File: src/rtl/core/mmcfp_pkg.sv
// shared types and constants of the motor command frame packer
`default_nettype none

package mmcfp_pkg;

    // lanes of the five command values
    localparam int LANES       = 5;
    localparam int LANE_POS    = 0;
    localparam int LANE_SPD    = 1;
    localparam int LANE_STIFF  = 2;
    localparam int LANE_DAMP   = 3;
    localparam int LANE_TORQUE = 4;

    // code widths and datapath widths
    localparam int POS_BITS  = 16;
    localparam int GAIN_BITS = 12;
    localparam int VAL_W     = 32;
    localparam int LIM_W     = 31;
    localparam int SPAN_W    = 32;
    localparam int NUM_W     = SPAN_W + POS_BITS;
    localparam int QUO_W     = POS_BITS;
    localparam int STEPS     = POS_BITS;

    // register map
    localparam int REG_IDX_W = 3;
    localparam int ADDR_W    = REG_IDX_W + 2;
    localparam int DATA_W    = 32;

    localparam logic [REG_IDX_W-1:0] REG_POS_MIN    = 3'd0;
    localparam logic [REG_IDX_W-1:0] REG_POS_MAX    = 3'd1;
    localparam logic [REG_IDX_W-1:0] REG_SPD_MIN    = 3'd2;
    localparam logic [REG_IDX_W-1:0] REG_SPD_MAX    = 3'd3;
    localparam logic [REG_IDX_W-1:0] REG_TORQUE_MIN = 3'd4;
    localparam logic [REG_IDX_W-1:0] REG_TORQUE_MAX = 3'd5;
    localparam logic [REG_IDX_W-1:0] REG_STIFF_MAX  = 3'd6;
    localparam logic [REG_IDX_W-1:0] REG_DAMP_MAX   = 3'd7;

    localparam logic signed [VAL_W-1:0] RST_POS_MIN    = -32'sd819200;
    localparam logic signed [VAL_W-1:0] RST_POS_MAX    = 32'sd819200;
    localparam logic signed [VAL_W-1:0] RST_SPD_MIN    = -32'sd1966080;
    localparam logic signed [VAL_W-1:0] RST_SPD_MAX    = 32'sd1966080;
    localparam logic signed [VAL_W-1:0] RST_TORQUE_MIN = -32'sd655360;
    localparam logic signed [VAL_W-1:0] RST_TORQUE_MAX = 32'sd655360;
    localparam logic [LIM_W-1:0]        RST_STIFF_MAX  = 31'd32768000;
    localparam logic [LIM_W-1:0]        RST_DAMP_MAX   = 31'd327680;

    typedef logic signed [VAL_W-1:0] val_t;
    typedef logic [LIM_W-1:0]        lim_t;

    typedef struct packed {
        val_t pos_min;
        val_t pos_max;
        val_t spd_min;
        val_t spd_max;
        val_t torque_min;
        val_t torque_max;
        lim_t stiff_max;
        lim_t damp_max;
    } cfg_t;

    // one command as it enters the datapath
    typedef struct packed {
        logic                             hybrid;
        logic [LANES-1:0][VAL_W-1:0]      x;
    } cmd_t;

    // scaled numerators and spans, ready for the divider
    typedef struct packed {
        logic                             hybrid;
        logic [LANES-1:0]                 zero;
        logic [LANES-1:0][SPAN_W-1:0]     span;
        logic [LANES-1:0][NUM_W-1:0]      num;
    } div_in_t;

    // codes as they leave the divider
    typedef struct packed {
        logic                             hybrid;
        logic [LANES-1:0]                 zero;
        logic [LANES-1:0][QUO_W-1:0]      quo;
    } div_out_t;

endpackage

`default_nettype wire

File: src/rtl/core/mmcfp_regs.sv
// apb register file holding the range limits
`default_nettype none

module mmcfp_regs (
    input  wire logic                         clk,
    input  wire logic                         rst_n,
    input  wire logic                         psel,
    input  wire logic                         penable,
    input  wire logic                         pwrite,
    input  wire logic [mmcfp_pkg::ADDR_W-1:0] paddr,
    input  wire logic [mmcfp_pkg::DATA_W-1:0] pwdata,
    output logic      [mmcfp_pkg::DATA_W-1:0] prdata,
    output logic                              pready,
    output mmcfp_pkg::cfg_t                   cfg
);
    import mmcfp_pkg::*;

    val_t pos_min_reg;
    val_t pos_max_reg;
    val_t spd_min_reg;
    val_t spd_max_reg;
    val_t torque_min_reg;
    val_t torque_max_reg;
    lim_t stiff_max_reg;
    lim_t damp_max_reg;

    logic                 wr_en;
    logic [REG_IDX_W-1:0] idx;

    assign pready = 1'b1;
    assign wr_en  = psel & penable & pwrite;
    assign idx    = paddr[ADDR_W-1:2];

    always_ff @(posedge clk or negedge rst_n)
    begin
        if (!rst_n)
        begin
            pos_min_reg    <= RST_POS_MIN;
            pos_max_reg    <= RST_POS_MAX;
            spd_min_reg    <= RST_SPD_MIN;
            spd_max_reg    <= RST_SPD_MAX;
            torque_min_reg <= RST_TORQUE_MIN;
            torque_max_reg <= RST_TORQUE_MAX;
            stiff_max_reg  <= RST_STIFF_MAX;
            damp_max_reg   <= RST_DAMP_MAX;
        end
        else if (wr_en)
        begin
            unique case (idx)
                REG_POS_MIN:    pos_min_reg    <= pwdata;
                REG_POS_MAX:    pos_max_reg    <= pwdata;
                REG_SPD_MIN:    spd_min_reg    <= pwdata;
                REG_SPD_MAX:    spd_max_reg    <= pwdata;
                REG_TORQUE_MIN: torque_min_reg <= pwdata;
                REG_TORQUE_MAX: torque_max_reg <= pwdata;
                REG_STIFF_MAX:  stiff_max_reg  <= pwdata[LIM_W-1:0];
                REG_DAMP_MAX:   damp_max_reg   <= pwdata[LIM_W-1:0];
            endcase
        end
    end

    always_comb
    begin
        unique case (idx)
            REG_POS_MIN:    prdata = pos_min_reg;
            REG_POS_MAX:    prdata = pos_max_reg;
            REG_SPD_MIN:    prdata = spd_min_reg;
            REG_SPD_MAX:    prdata = spd_max_reg;
            REG_TORQUE_MIN: prdata = torque_min_reg;
            REG_TORQUE_MAX: prdata = torque_max_reg;
            REG_STIFF_MAX:  prdata = {1'b0, stiff_max_reg};
            REG_DAMP_MAX:   prdata = {1'b0, damp_max_reg};
        endcase
    end

    assign cfg = '{pos_min:    pos_min_reg,
                   pos_max:    pos_max_reg,
                   spd_min:    spd_min_reg,
                   spd_max:    spd_max_reg,
                   torque_min: torque_min_reg,
                   torque_max: torque_max_reg,
                   stiff_max:  stiff_max_reg,
                   damp_max:   damp_max_reg};

endmodule

`default_nettype wire

File: config.mk
export PLATFORM = sky130hd
export DESIGN_NAME = mmcfp_regs
export DESIGN_NICKNAME = d
export VERILOG_FILES = /design/src/rtl/core/mmcfp_pkg.sv /design/src/rtl/core/mmcfp_regs.sv
export SDC_FILE = /design/constraint.sdc
export NUM_CORES = 1
export LEC_CHECK = 0
export ABC_CLOCK_PERIOD_IN_PS = 1150
export BUFFER_PORTS_ARGS = -buffer_cell sky130_fd_sc_hd__buf_2
export CORE_MARGIN = 2
export CORE_UTILIZATION = 48
export DETAILED_ROUTE_END_ITERATION = 10
export PLACE_DENSITY = 0.77
export SYNTH_ARGS = -nofsm -noshare
export SYNTH_HDL_FRONTEND = slang
export SYNTH_SLANG_ARGS = --single-unit
File: constraint.sdc
create_clock -name clk -period 1.15 [get_ports clk]
set_input_delay 0.0575 -clock clk [delete_from_list [all_inputs] [get_ports clk]]
set_output_delay 0.0575 -clock clk [all_outputs]
set_load 0.01 [all_outputs]
==> impl_metrics.ini <==
[clocking]
htree_levels = 1
cts_inserted_buffers = 28
cts_root_buf = sky130_fd_sc_hd__clkbuf_16
cts.clk_slew.worst_paths_ps = 60
cts_tree = done
cts_sinks = 254
insertion_delay_ps = 540
cts_buffer_depth = 3

[logic_synthesis]
yosys-top-cells-count = sky130_fd_sc_hd__mux2_2, sky130_fd_sc_hd__dfrtp_1, sky130_fd_sc_hd__dfstp_2
synth_area_leaders = sky130_fd_sc_hd__dfrtp_1, sky130_fd_sc_hd__mux2_2, sky130_fd_sc_hd__dfstp_2, sky130_fd_sc_hd__o211ai_1, sky130_fd_sc_hd__a21bo_2
postSynthRegisterBits = 254
asyncSetResetFlopFracSynth_pct = 100
yosysUniqueCellTypes = 43
postSynthCellCount = 864
synth_top_area_share_pct = 41.2
synth-main-ff-cell = sky130_fd_sc_hd__dfrtp_1
mappedNetlistNets = 906
netlist.top_cell.by_area = sky130_fd_sc_hd__dfrtp_1
synth-edff-count = 0
ys_seq_area_share_pct = 54.1
syn_std_cell_area_um2 = 11900
synth.avg_cell_area_um2 = 13.8
synth_warnings = 0
synth.most_common_cell = sky130_fd_sc_hd__mux2_2

[place]
pre_cts_slack_ps = -336
place_congestion = 0.870
number_of_placed_cells_counting_well_taps = 1603
post_dp_cell_area_um2 = 15200
port_buffers = 325
detailedPlacementHpwl_mm = 26.6

[sta]
report.final.setup_viol = 201
period_share_pct = 158
report.final.slew_viol_count = 0
timing.setup.tns_ps = -32490
final_critical_path_setup_slack_ps = -669
hold_viol = 0
grt_setup_unrepaired = true
post-route-min-period_ps = 1820
worst_clock_skew_ps = 0
maxClockFrequency_mhz = 550
final.hold.worst_slack_ps = 7.89

[global_routing]
grt_pass1_wl_mm = 63.1
number_of_antenna_violations_at_the_first_check_in_global_routing = 3
pin_count_of_the_biggest_net_entering_global_routing = 40
globalRoute.totalOverflow = 0
grt_pass1_vias = 10400
grt_usage_pct = 31.4

[layout]
post_route_cells_drive_above_1_share_pct = 68.9
fillerInstances = 1471
post-route-util_pct = 74.4
final_net_count = 1433
flow.area_growth_from_synthesis_pct = 52.1
design_area_um2 = 18100
finish.cell_count_without_fillers = 1740

[die]
initial_core_util_pct = 48.9
fp.dieArea_um2 = 26000
height_of_the_chip_um = 161
core_area_um2 = 24300
io_pins = 329
die_width_um = 161
row_count = 57

[pwr]
power-per-cell-area_nw_per_um2 = 1770
post-layout-total-power_mw = 32.0
vdd_drop_max_v = 0.00121
leakagePower_nw = 8.60

[critical_path]
worst_r2r_path_depth = 4
r2r_start = pos_max_reg[2]
cp.arrival_ps = 1760
timing.reg2reg.setup_slack_ps = 0
worstReg2RegEnd = pos_max_reg[2]
timing.setup.critical_path_class = reg -> out
worstSetupStartpointType = register
crit_required_ps = 1090
crit_path_max_fanout = 2
end_kind = output port

[detailed_routing]
total_via_count_after_detailed_routing = 10100
initialDrtViolationCount = 754
drc = 0
wl_mm = 43.5
wire_per_inst_um = 25.0
via_per_inst = 5.82
detailedRoute.firstPassIterationCount = 5
number_of_routed_nets_with_antenna_violations = 0

[status]
failing_checks = setup timing
run_status = finished, violations left

[worst_hold_path]
hold_path.class = in -> async

[job]
timing.max_cap.violations = 0
-- cell families (layout without fill, tap and decap cells) --
| logic type | Yosys count | after routing | share of synthesized area (%) |
|---|---|---|---|
| compound gates | 149 | 149 | 9.63 |
| buf+inv | 67 | 616 | 3.47 |
| flops | 254 | 254 | 54.1 |
| mux | 294 | 294 | 27.8 |
| other cells | 1 | 4 | 0.0315 |
| simple gates | 99 | 99 | 4.97 |
-- report_power, final --
part	switching (mW)	internal, mW	leakage [nW]
Sequential	1.63	11.0	3.11
Combinational	4.21	5.99	5.03
Clock	3.76	5.37	0.459
Total	9.60	22.4	8.60
-- final cells by class --
| class | instances | area [um2] | share of cell area, % |
|---|---|---|---|
| timing repair buffer | 562 | 5090 | 28.2 |
| inverter | 2 | 7.51 | 0.0415 |
| tap | 324 | 405 | 2.24 |
| multi-input combinational | 543 | 5200 | 28.8 |
| antenna | 3 | 7.51 | 0.0415 |
| sequential | 254 | 6430 | 35.5 |
| clock inverter | 8 | 76.3 | 0.422 |
| clock buffer | 44 | 862 | 4.77 |
-- what timing repair did --
action,in CTS,in global routing
endpoints found under the hold margin,495,0
cloned,0,0
endpoints found under the setup margin,241,285
resized for setup,228,65
pin swaps,15,21
hold buffers,33,0
setup buffers,24,66
-- critical path, stage by stage (launching register included) --
cell and delay (ps):
sky130_fd_sc_hd__dfrtp_1 390, sky130_fd_sc_hd__mux4_2 490, sky130_fd_sc_hd__nand2_2 100, sky130_fd_sc_hd__o31ai_1 90
sky130_fd_sc_hd__buf_2 160
-- layout by cell type (no fill, tap or decap), types with 3 or more instances in the layout --
cell / instances
sky130_fd_sc_hd__mux2_2: 254
sky130_fd_sc_hd__or2b_1: 4
sky130_fd_sc_hd__clkbuf_1: 7
sky130_fd_sc_hd__buf_12: 33
sky130_fd_sc_hd__a221oi_1: 3
sky130_fd_sc_hd__nand2b_1: 22
sky130_fd_sc_hd__mux2i_1: 9
sky130_fd_sc_hd__clkbuf_8: 8
sky130_fd_sc_hd__buf_4: 93
sky130_fd_sc_hd__dlygate4sd3_1: 33
sky130_fd_sc_hd__dfrtp_1: 196
sky130_fd_sc_hd__clkbuf_16: 29
sky130_fd_sc_hd__o211ai_1: 48
sky130_fd_sc_hd__mux2_1: 18
sky130_fd_sc_hd__a21bo_2: 24
sky130_fd_sc_hd__a221oi_2: 3
sky130_fd_sc_hd__a22oi_1: 28
sky130_fd_sc_hd__a31oi_1: 24
sky130_fd_sc_hd__nor2_1: 28
sky130_fd_sc_hd__buf_6: 220
sky130_fd_sc_hd__mux2_4: 12
sky130_fd_sc_hd__nor2_4: 7
sky130_fd_sc_hd__dfstp_2: 58
sky130_fd_sc_hd__or2_2: 24
sky130_fd_sc_hd__diode_2: 3
sky130_fd_sc_hd__clkinv_2: 4
sky130_fd_sc_hd__buf_2: 182
-- layer usage --
| metal | vias to the layer above | track usage (%) | wire, um |
|---|---|---|---|
| li1 | 4246 | - | - |
| met1 | 5188 | 40.5 | 16900 |
| met2 | 551 | 52.9 | 21800 |
| met3 | 143 | 5.68 | 3110 |
| met4 | 0 | 11.9 | 1740 |
| met5 | - | 0 | 0 |
-- worst max-delay path by stage --
stage,from,to,cells past startpoint
CTS,damp_max_reg[20],prdata[20],4
global placement,paddr[3],prdata[0],7
detailed placement,pwrite,spd_max_reg[8],6
global route,torque_max_reg[31],prdata[31],4
finish,torque_max_reg[31],prdata[31],4
floorplan,paddr[2],prdata[20],5
No activity file was read; power rests on OpenSTA's default activity.
