===== config.mk =====
export PLATFORM = sky130hd
export DESIGN_NAME = mmcfp_prep
export DESIGN_NICKNAME = d
export VERILOG_FILES = /design/src/rtl/core/mmcfp_pkg.sv /design/src/rtl/core/mmcfp_prep.sv
export SDC_FILE = /design/constraint.sdc
export NUM_CORES = 2
export LEC_CHECK = 0
export BUFFER_PORTS_ARGS = -buffer_cell sky130_fd_sc_hd__buf_2
export CAP_MARGIN = 20
export CORE_MARGIN = 5
export CORE_UTILIZATION = 39
export CTS_BUF_LIST = sky130_fd_sc_hd__clkbuf_8
export DETAILED_ROUTE_END_ITERATION = 10
export PLACE_DENSITY = 0.58
export SLEW_MARGIN = 20
export SYNTH_ARGS = -nofsm -noshare
export SYNTH_HDL_FRONTEND = slang
export SYNTH_SLANG_ARGS = --single-unit
export TNS_END_PERCENT = 5

===== constraint.sdc =====
create_clock -name clk -period 9.8 [get_ports clk]
set_input_delay 0.49 -clock clk [delete_from_list [all_inputs] [get_ports clk]]
set_output_delay 0.49 -clock clk [all_outputs]
set_load 0.1 [all_outputs]

===== src/rtl/core/mmcfp_pkg.sv =====
// shared types and constants of the motor command frame packer
`default_nettype none

package mmcfp_pkg;

    // lanes of the five command values
    localparam int LANES       = 5;
    localparam int LANE_POS    = 0;
    localparam int LANE_SPD    = 1;
    localparam int LANE_STIFF  = 2;
    localparam int LANE_DAMP   = 3;
    localparam int LANE_TORQUE = 4;

    // code widths and datapath widths
    localparam int POS_BITS  = 16;
    localparam int GAIN_BITS = 12;
    localparam int VAL_W     = 32;
    localparam int LIM_W     = 31;
    localparam int SPAN_W    = 32;
    localparam int NUM_W     = SPAN_W + POS_BITS;
    localparam int QUO_W     = POS_BITS;
    localparam int STEPS     = POS_BITS;

    // register map
    localparam int REG_IDX_W = 3;
    localparam int ADDR_W    = REG_IDX_W + 2;
    localparam int DATA_W    = 32;

    localparam logic [REG_IDX_W-1:0] REG_POS_MIN    = 3'd0;
    localparam logic [REG_IDX_W-1:0] REG_POS_MAX    = 3'd1;
    localparam logic [REG_IDX_W-1:0] REG_SPD_MIN    = 3'd2;
    localparam logic [REG_IDX_W-1:0] REG_SPD_MAX    = 3'd3;
    localparam logic [REG_IDX_W-1:0] REG_TORQUE_MIN = 3'd4;
    localparam logic [REG_IDX_W-1:0] REG_TORQUE_MAX = 3'd5;
    localparam logic [REG_IDX_W-1:0] REG_STIFF_MAX  = 3'd6;
    localparam logic [REG_IDX_W-1:0] REG_DAMP_MAX   = 3'd7;

    localparam logic signed [VAL_W-1:0] RST_POS_MIN    = -32'sd819200;
    localparam logic signed [VAL_W-1:0] RST_POS_MAX    = 32'sd819200;
    localparam logic signed [VAL_W-1:0] RST_SPD_MIN    = -32'sd1966080;
    localparam logic signed [VAL_W-1:0] RST_SPD_MAX    = 32'sd1966080;
    localparam logic signed [VAL_W-1:0] RST_TORQUE_MIN = -32'sd655360;
    localparam logic signed [VAL_W-1:0] RST_TORQUE_MAX = 32'sd655360;
    localparam logic [LIM_W-1:0]        RST_STIFF_MAX  = 31'd32768000;
    localparam logic [LIM_W-1:0]        RST_DAMP_MAX   = 31'd327680;

    typedef logic signed [VAL_W-1:0] val_t;
    typedef logic [LIM_W-1:0]        lim_t;

    typedef struct packed {
        val_t pos_min;
        val_t pos_max;
        val_t spd_min;
        val_t spd_max;
        val_t torque_min;
        val_t torque_max;
        lim_t stiff_max;
        lim_t damp_max;
    } cfg_t;

    // one command as it enters the datapath
    typedef struct packed {
        logic                             hybrid;
        logic [LANES-1:0][VAL_W-1:0]      x;
    } cmd_t;

    // scaled numerators and spans, ready for the divider
    typedef struct packed {
        logic                             hybrid;
        logic [LANES-1:0]                 zero;
        logic [LANES-1:0][SPAN_W-1:0]     span;
        logic [LANES-1:0][NUM_W-1:0]      num;
    } div_in_t;

    // codes as they leave the divider
    typedef struct packed {
        logic                             hybrid;
        logic [LANES-1:0]                 zero;
        logic [LANES-1:0][QUO_W-1:0]      quo;
    } div_out_t;

endpackage

`default_nettype wire


===== src/rtl/core/mmcfp_prep.sv =====
// offset, clamp and scale stages ahead of the divider
`default_nettype none

module mmcfp_prep (
    input  wire logic               clk,
    input  wire logic               rst_n,
    input  wire mmcfp_pkg::cfg_t    cfg,
    input  wire logic               in_valid,
    output logic                    in_ready,
    input  wire mmcfp_pkg::cmd_t    in_data,
    output logic                    out_valid,
    input  wire logic               out_ready,
    output mmcfp_pkg::div_in_t      out_data
);
    import mmcfp_pkg::*;

    // stage 1: offset from range low and span
    logic                          s1_vld_reg;
    logic                          s1_hyb_reg;
    logic [LANES-1:0][VAL_W:0]     s1_d_reg;
    logic [LANES-1:0][VAL_W:0]     s1_span_reg;
    logic [LANES-1:0][VAL_W:0]     s1_d_next;
    logic [LANES-1:0][VAL_W:0]     s1_span_next;
    logic [LANES-1:0][VAL_W:0]     lo_ext;
    logic [LANES-1:0][VAL_W:0]     hi_ext;

    // stage 2: offset clamped into [0, span]
    logic                          s2_vld_reg;
    logic                          s2_hyb_reg;
    logic [LANES-1:0]              s2_zero_reg;
    logic [LANES-1:0][SPAN_W-1:0]  s2_dc_reg;
    logic [LANES-1:0][SPAN_W-1:0]  s2_span_reg;
    logic [LANES-1:0]              s2_zero_next;
    logic [LANES-1:0][SPAN_W-1:0]  s2_dc_next;

    // stage 3: numerator times 2^n - 1
    logic                          s3_vld_reg;
    div_in_t                       s3_reg;
    logic [LANES-1:0][NUM_W-1:0]   s3_num_next;

    logic rdy1;
    logic rdy2;
    logic rdy3;

    assign rdy3     = !s3_vld_reg || out_ready;
    assign rdy2     = !s2_vld_reg || rdy3;
    assign rdy1     = !s1_vld_reg || rdy2;
    assign in_ready = rdy1;

    always_comb
    begin
        lo_ext[LANE_POS]    = {cfg.pos_min[VAL_W-1], cfg.pos_min};
        hi_ext[LANE_POS]    = {cfg.pos_max[VAL_W-1], cfg.pos_max};
        lo_ext[LANE_SPD]    = {cfg.spd_min[VAL_W-1], cfg.spd_min};
        hi_ext[LANE_SPD]    = {cfg.spd_max[VAL_W-1], cfg.spd_max};
        lo_ext[LANE_STIFF]  = '0;
        hi_ext[LANE_STIFF]  = {2'b00, cfg.stiff_max};
        lo_ext[LANE_DAMP]   = '0;
        hi_ext[LANE_DAMP]   = {2'b00, cfg.damp_max};
        lo_ext[LANE_TORQUE] = {cfg.torque_min[VAL_W-1], cfg.torque_min};
        hi_ext[LANE_TORQUE] = {cfg.torque_max[VAL_W-1], cfg.torque_max};
        for (int l = 0; l < LANES; l++)
        begin
            s1_d_next[l]    = {in_data.x[l][VAL_W-1], in_data.x[l]} - lo_ext[l];
            s1_span_next[l] = hi_ext[l] - lo_ext[l];
        end
    end

    // clamping the offset matches clamping the value whenever span is positive
    always_comb
    begin
        for (int l = 0; l < LANES; l++)
        begin
            s2_zero_next[l] = s1_span_reg[l][VAL_W] || (s1_span_reg[l] == '0);
            if (s1_d_reg[l][VAL_W])
                s2_dc_next[l] = '0;
            else if ($signed(s1_d_reg[l]) > $signed(s1_span_reg[l]))
                s2_dc_next[l] = s1_span_reg[l][SPAN_W-1:0];
            else
                s2_dc_next[l] = s1_d_reg[l][SPAN_W-1:0];
        end
    end

    always_comb
    begin
        for (int l = 0; l < LANES; l++)
        begin
            if (l == LANE_POS)
                s3_num_next[l] = (NUM_W'(s2_dc_reg[l]) << POS_BITS) - NUM_W'(s2_dc_reg[l]);
            else
                s3_num_next[l] = (NUM_W'(s2_dc_reg[l]) << GAIN_BITS) - NUM_W'(s2_dc_reg[l]);
        end
    end

    always_ff @(posedge clk or negedge rst_n)
    begin
        if (!rst_n)
        begin
            s1_vld_reg <= 1'b0;
            s2_vld_reg <= 1'b0;
            s3_vld_reg <= 1'b0;
        end
        else
        begin
            if (rdy1)
                s1_vld_reg <= in_valid;
            if (rdy2)
                s2_vld_reg <= s1_vld_reg;
            if (rdy3)
                s3_vld_reg <= s2_vld_reg;
        end
    end

    always_ff @(posedge clk)
    begin
        if (rdy1 && in_valid)
        begin
            s1_hyb_reg  <= in_data.hybrid;
            s1_d_reg    <= s1_d_next;
            s1_span_reg <= s1_span_next;
        end
        if (rdy2 && s1_vld_reg)
        begin
            s2_hyb_reg  <= s1_hyb_reg;
            s2_zero_reg <= s2_zero_next;
            s2_dc_reg   <= s2_dc_next;
            for (int l = 0; l < LANES; l++)
                s2_span_reg[l] <= s1_span_reg[l][SPAN_W-1:0];
        end
        if (rdy3 && s2_vld_reg)
        begin
            s3_reg.hybrid <= s2_hyb_reg;
            s3_reg.zero   <= s2_zero_reg;
            s3_reg.span   <= s2_span_reg;
            s3_reg.num    <= s3_num_next;
        end
    end

    assign out_valid = s3_vld_reg;
    assign out_data  = s3_reg;

endmodule

`default_nettype wire


==> summary.txt <==
Status
  • Status: completed

Worst hold path
  • Worst Hold Launch: in_data[36]
  • HP Class: in -> reg

Critical path
  • Crit Path Max Fanout: 3
  • Slowest cell on the critical path: a2111oi_1
  • Critical path startpoint: cfg[223]
  • Max incr delay on CP: between 900 and 1000 ps
  • CP arrival: between 5000 and 6000 ps
  • WP buf/inv: 4
  • R2r startpoint: s1_span_reg[2]
  • Crit-path cells: dlygate4sd3_1 -> buf_2 -> inv_1 -> ha_1 -> nor2b_1 -> o31a_1 -> o211ai_1 -> a21oi_1 -> a2111oi_1 -> o31ai_1 -> or4_1 -> a31o_2 -> a21oi_1 -> xnor2_1 -> dlygate4sd3_1
  • Setup crit end kind: register
  • CP top delay family: compound AO/OA/AOI/OAI gates
  • Startpoint types: primary input
  • CP Class: in -> reg
  • CP Data Required Time: around 10000 ps

Drt
  • Antenna Nets Post-Route: 0
  • DR iter-0 viols: between 2000 and 3000
  • Drc violations: 0
  • Pre-antenna DRT Iters: 6
  • Routed wire per std cell: 22.63 µm
  • Via count: about 40000
  • Vias per inst: 5.151
  • Routed WL: between 150000 and 200000 µm

Final layout
  • Most frequent cells in the layout: 1041 x edfxtp_1, 824 x buf_2, 502 x inv_1
  • Layout cells sized above 1: 19.51%
  • Fin nets: ~6500
  • Post-route cell area: 67000 µm²
  • Most common cell after layout, fill and taps aside: edfxtp_1
  • Largest register FFs: 392
  • Post-Layout Cell Count: 7712
  • Area Growth Syn to Fin: 20.89%

Global route
  • Initial antenna violation count: 33
  • Grt peak-use layer: met2
  • Vias in the first global route: 40210
  • Met3 Usage GRT: 7.539%
  • Global-route wire length before repair: 254300 µm
  • Met1 Use GR: ~28%
  • Total grt overflow: 0
  • Global-route met2 utilization: a little under two fifths
  • Largest net degree at the start of global routing: about 140
  • GRT Overall Usage: a little under a quarter

Floorplanning
  • Die Ht: between 300 and 400 µm
  • Core area: roughly 140000 µm²
  • I/O pin count: 827
  • Die ar.: 149800 µm²
  • Die width: 387.0 µm
  • Site row count: ~140
  • Starting density of the core: between 30% and 40%

Clock network
  • Clock Path Buffers: 3
  • Register clock-pin slew on the reported worst setup and hold paths: roughly 60 ps
  • CTS Sinks: between 1000 and 1500
  • H-Tree Depth: 4
  • Post-cts resize count: 0
  • # hold bufs at CTS: 156
  • Post-CTS setup buffer count: 0
  • CTS tree: built
  • Clock root cell: clkbuf_8
  • Skew-Pair Late Insertion Delay: about 900 ps
  • Total CTS buffers: about 180

Synthesis
  • Yosys reg bits: 1044
  • YS warnings: 0
  • Ys async rst share: 0.2874%
  • Post-synth EDFFs: about 1000
  • Netlist cell types: 79
  • Dominant synthesized flop cell: edfxtp_1
  • Post-Syn Area: approximately 55000 µm²
  • Register area share after synthesis: about 57%
  • Mapped Cells: between 4000 and 5000
  • Synthesized area per cell: 12.17 µm²

Placement
  • Post-Place Worst Slack: between 5000 and 6000 ps
  • Placed Cells: between 7000 and 8000
  • Post-DP HPWL: 138900 µm
  • Placed Area: between 60000 and 70000 µm²
  • IO Port Bufs: between 800 and 900
  • GP Congestion: 0.9274

Timing
  • Highest clock rate: roughly 220 MHz
  • Clock Skew: around 42 ps
  • Fin. Hold Viols: 0
  • Final worst path period need: 4463 ps
  • Final period util: between 40% and 50%
  • RSZ-0062 raised after global routing: false
  • Max Slew Vio Count: 0
  • Slew margin rel.: between 20 and 30%
  • Setup WS post-layout: between 5000 and 6000 ps
  • Finish-stage setup viols: 0
  • Slew @ Worst Pin: 1081 ps

Power
  • Pwr/cell area: 230.1 nW/µm²
  • Worst VDD drop: approximately 0.00022 V
  • Lkg Pwr: a little under 30 nW

Flow run
  • Max-Cap Viols: 0
## report_power, final
part           internal [mW]  switching, mW  total, mW  leakage, nW
combinational           1.34           3.86       5.20         16.9
sequential              5.81          0.425       6.23         10.1
clock                   2.14           1.84       3.98         1.98
## layout make-up
cell class | count | area, µm²
fillers | 12970 | 74410
clock inverters | 139 | 1047
clock buffers | 182 | 2505
repair buffers | 1005 | 5898
diodes | 15 | 37.54
flip-flops and latches | 1044 | 31340
inverters | 459 | 1723
well taps | 1890 | 2365
multi-input cells | 2978 | 22090
## worst min-delay path: cells and delay by family
family,cells,cell delay (ps)
XOR/XNOR,1,130
buffers and inverters,1,90
adder cells (fa/ha/maj),1,180
## cells in the mapped netlist, types with 9 or more instances
cell,n,area share (%)
o21a_1,51,0.69
a221oi_1,9,0.14
xor2_1,97,1.5
xnor2_1,269,4.3
nor4_1,60,0.68
nand4_1,75,0.85
a21o_1,230,3.1
o221ai_1,15,0.24
nand2b_1,104,1.2
o31ai_1,15,0.20
buf_4,14,0.19
nor2_1,333,2.3
a31o_2,9,0.14
nand2_1,154,1.0
or2_2,14,0.16
a211o_1,9,0.14
a211oi_1,29,0.39
a21oi_1,263,2.4
and3_1,24,0.27
nor3_1,82,0.74
nand3_1,59,0.53
mux2i_1,156,2.8
o22ai_1,11,0.12
edfxtp_1,1041,56
a31oi_1,39,0.44
and2_1,12,0.14
o21ai_0,142,1.3
or4_1,11,0.15
o211ai_1,18,0.24
clkbuf_1,55,0.37
or3_1,27,0.30
inv_1,459,3.1
o21bai_1,31,0.42
ha_1,454,10
nor2b_1,55,0.62
## metrics by stage
| stage | hold slack (ps) | utilization (%) | setup TNS [ps] | power, mW |
|---|---|---|---|---|
| 3_3_place_gp | 287.8 | 43.74 | 0 | 11.45 |
| 6_report | 119.3 | 47.38 | 0 | 15.42 |
| 5_1_grt | 52.15 | 47.36 | 0 | 16.14 |
| 3_5_place_dp | 289.5 | 43.74 | 0 | 11.47 |
| 4_1_cts | 1.557 | 47.35 | 0 | 15.57 |
| 2_1_floorplan | 194.4 | - | -41010 | 10.23 |
## worst paths after layout
check,endpoint,slack (ps),depth (start not counted)
max,s1_span_reg[31],5340,15
min,s1_d_reg[37],120,3
min reg2reg,out_data[374],400,0
max in group asynchronous,s1_vld_reg,9170,3
min in group asynchronous,s2_vld_reg,470,3
max reg2reg,s2_dc_reg[11],5970,12
## kinds of logic (layout without fill, tap and decap cells)
kind of cell,count (synthesis),after routing,synth area share [%]
AOI/OAI and AO/OA,941,941,11.08
xor gates and xnor gates,366,366,5.784
adders and majority gates,460,460,10.47
buffers and inverters,536,1785,3.743
DFF,1044,1044,56.54
muxes,159,159,2.878
other,1,19,0.006766
and+or+nand+nor,1048,1048,9.504
## metal layers
metal | vias to the layer above | share of wire [%] | wire length [µm]
met5 | - | 0.046 | 81
li1 | 19090 | - | -
met2 | 1216 | 47 | 82210
met4 | 12 | 3.4 | 6011
met3 | 270 | 8.1 | 14140
met1 | 19140 | 41 | 72070
(Power assumes the default switching activity.)
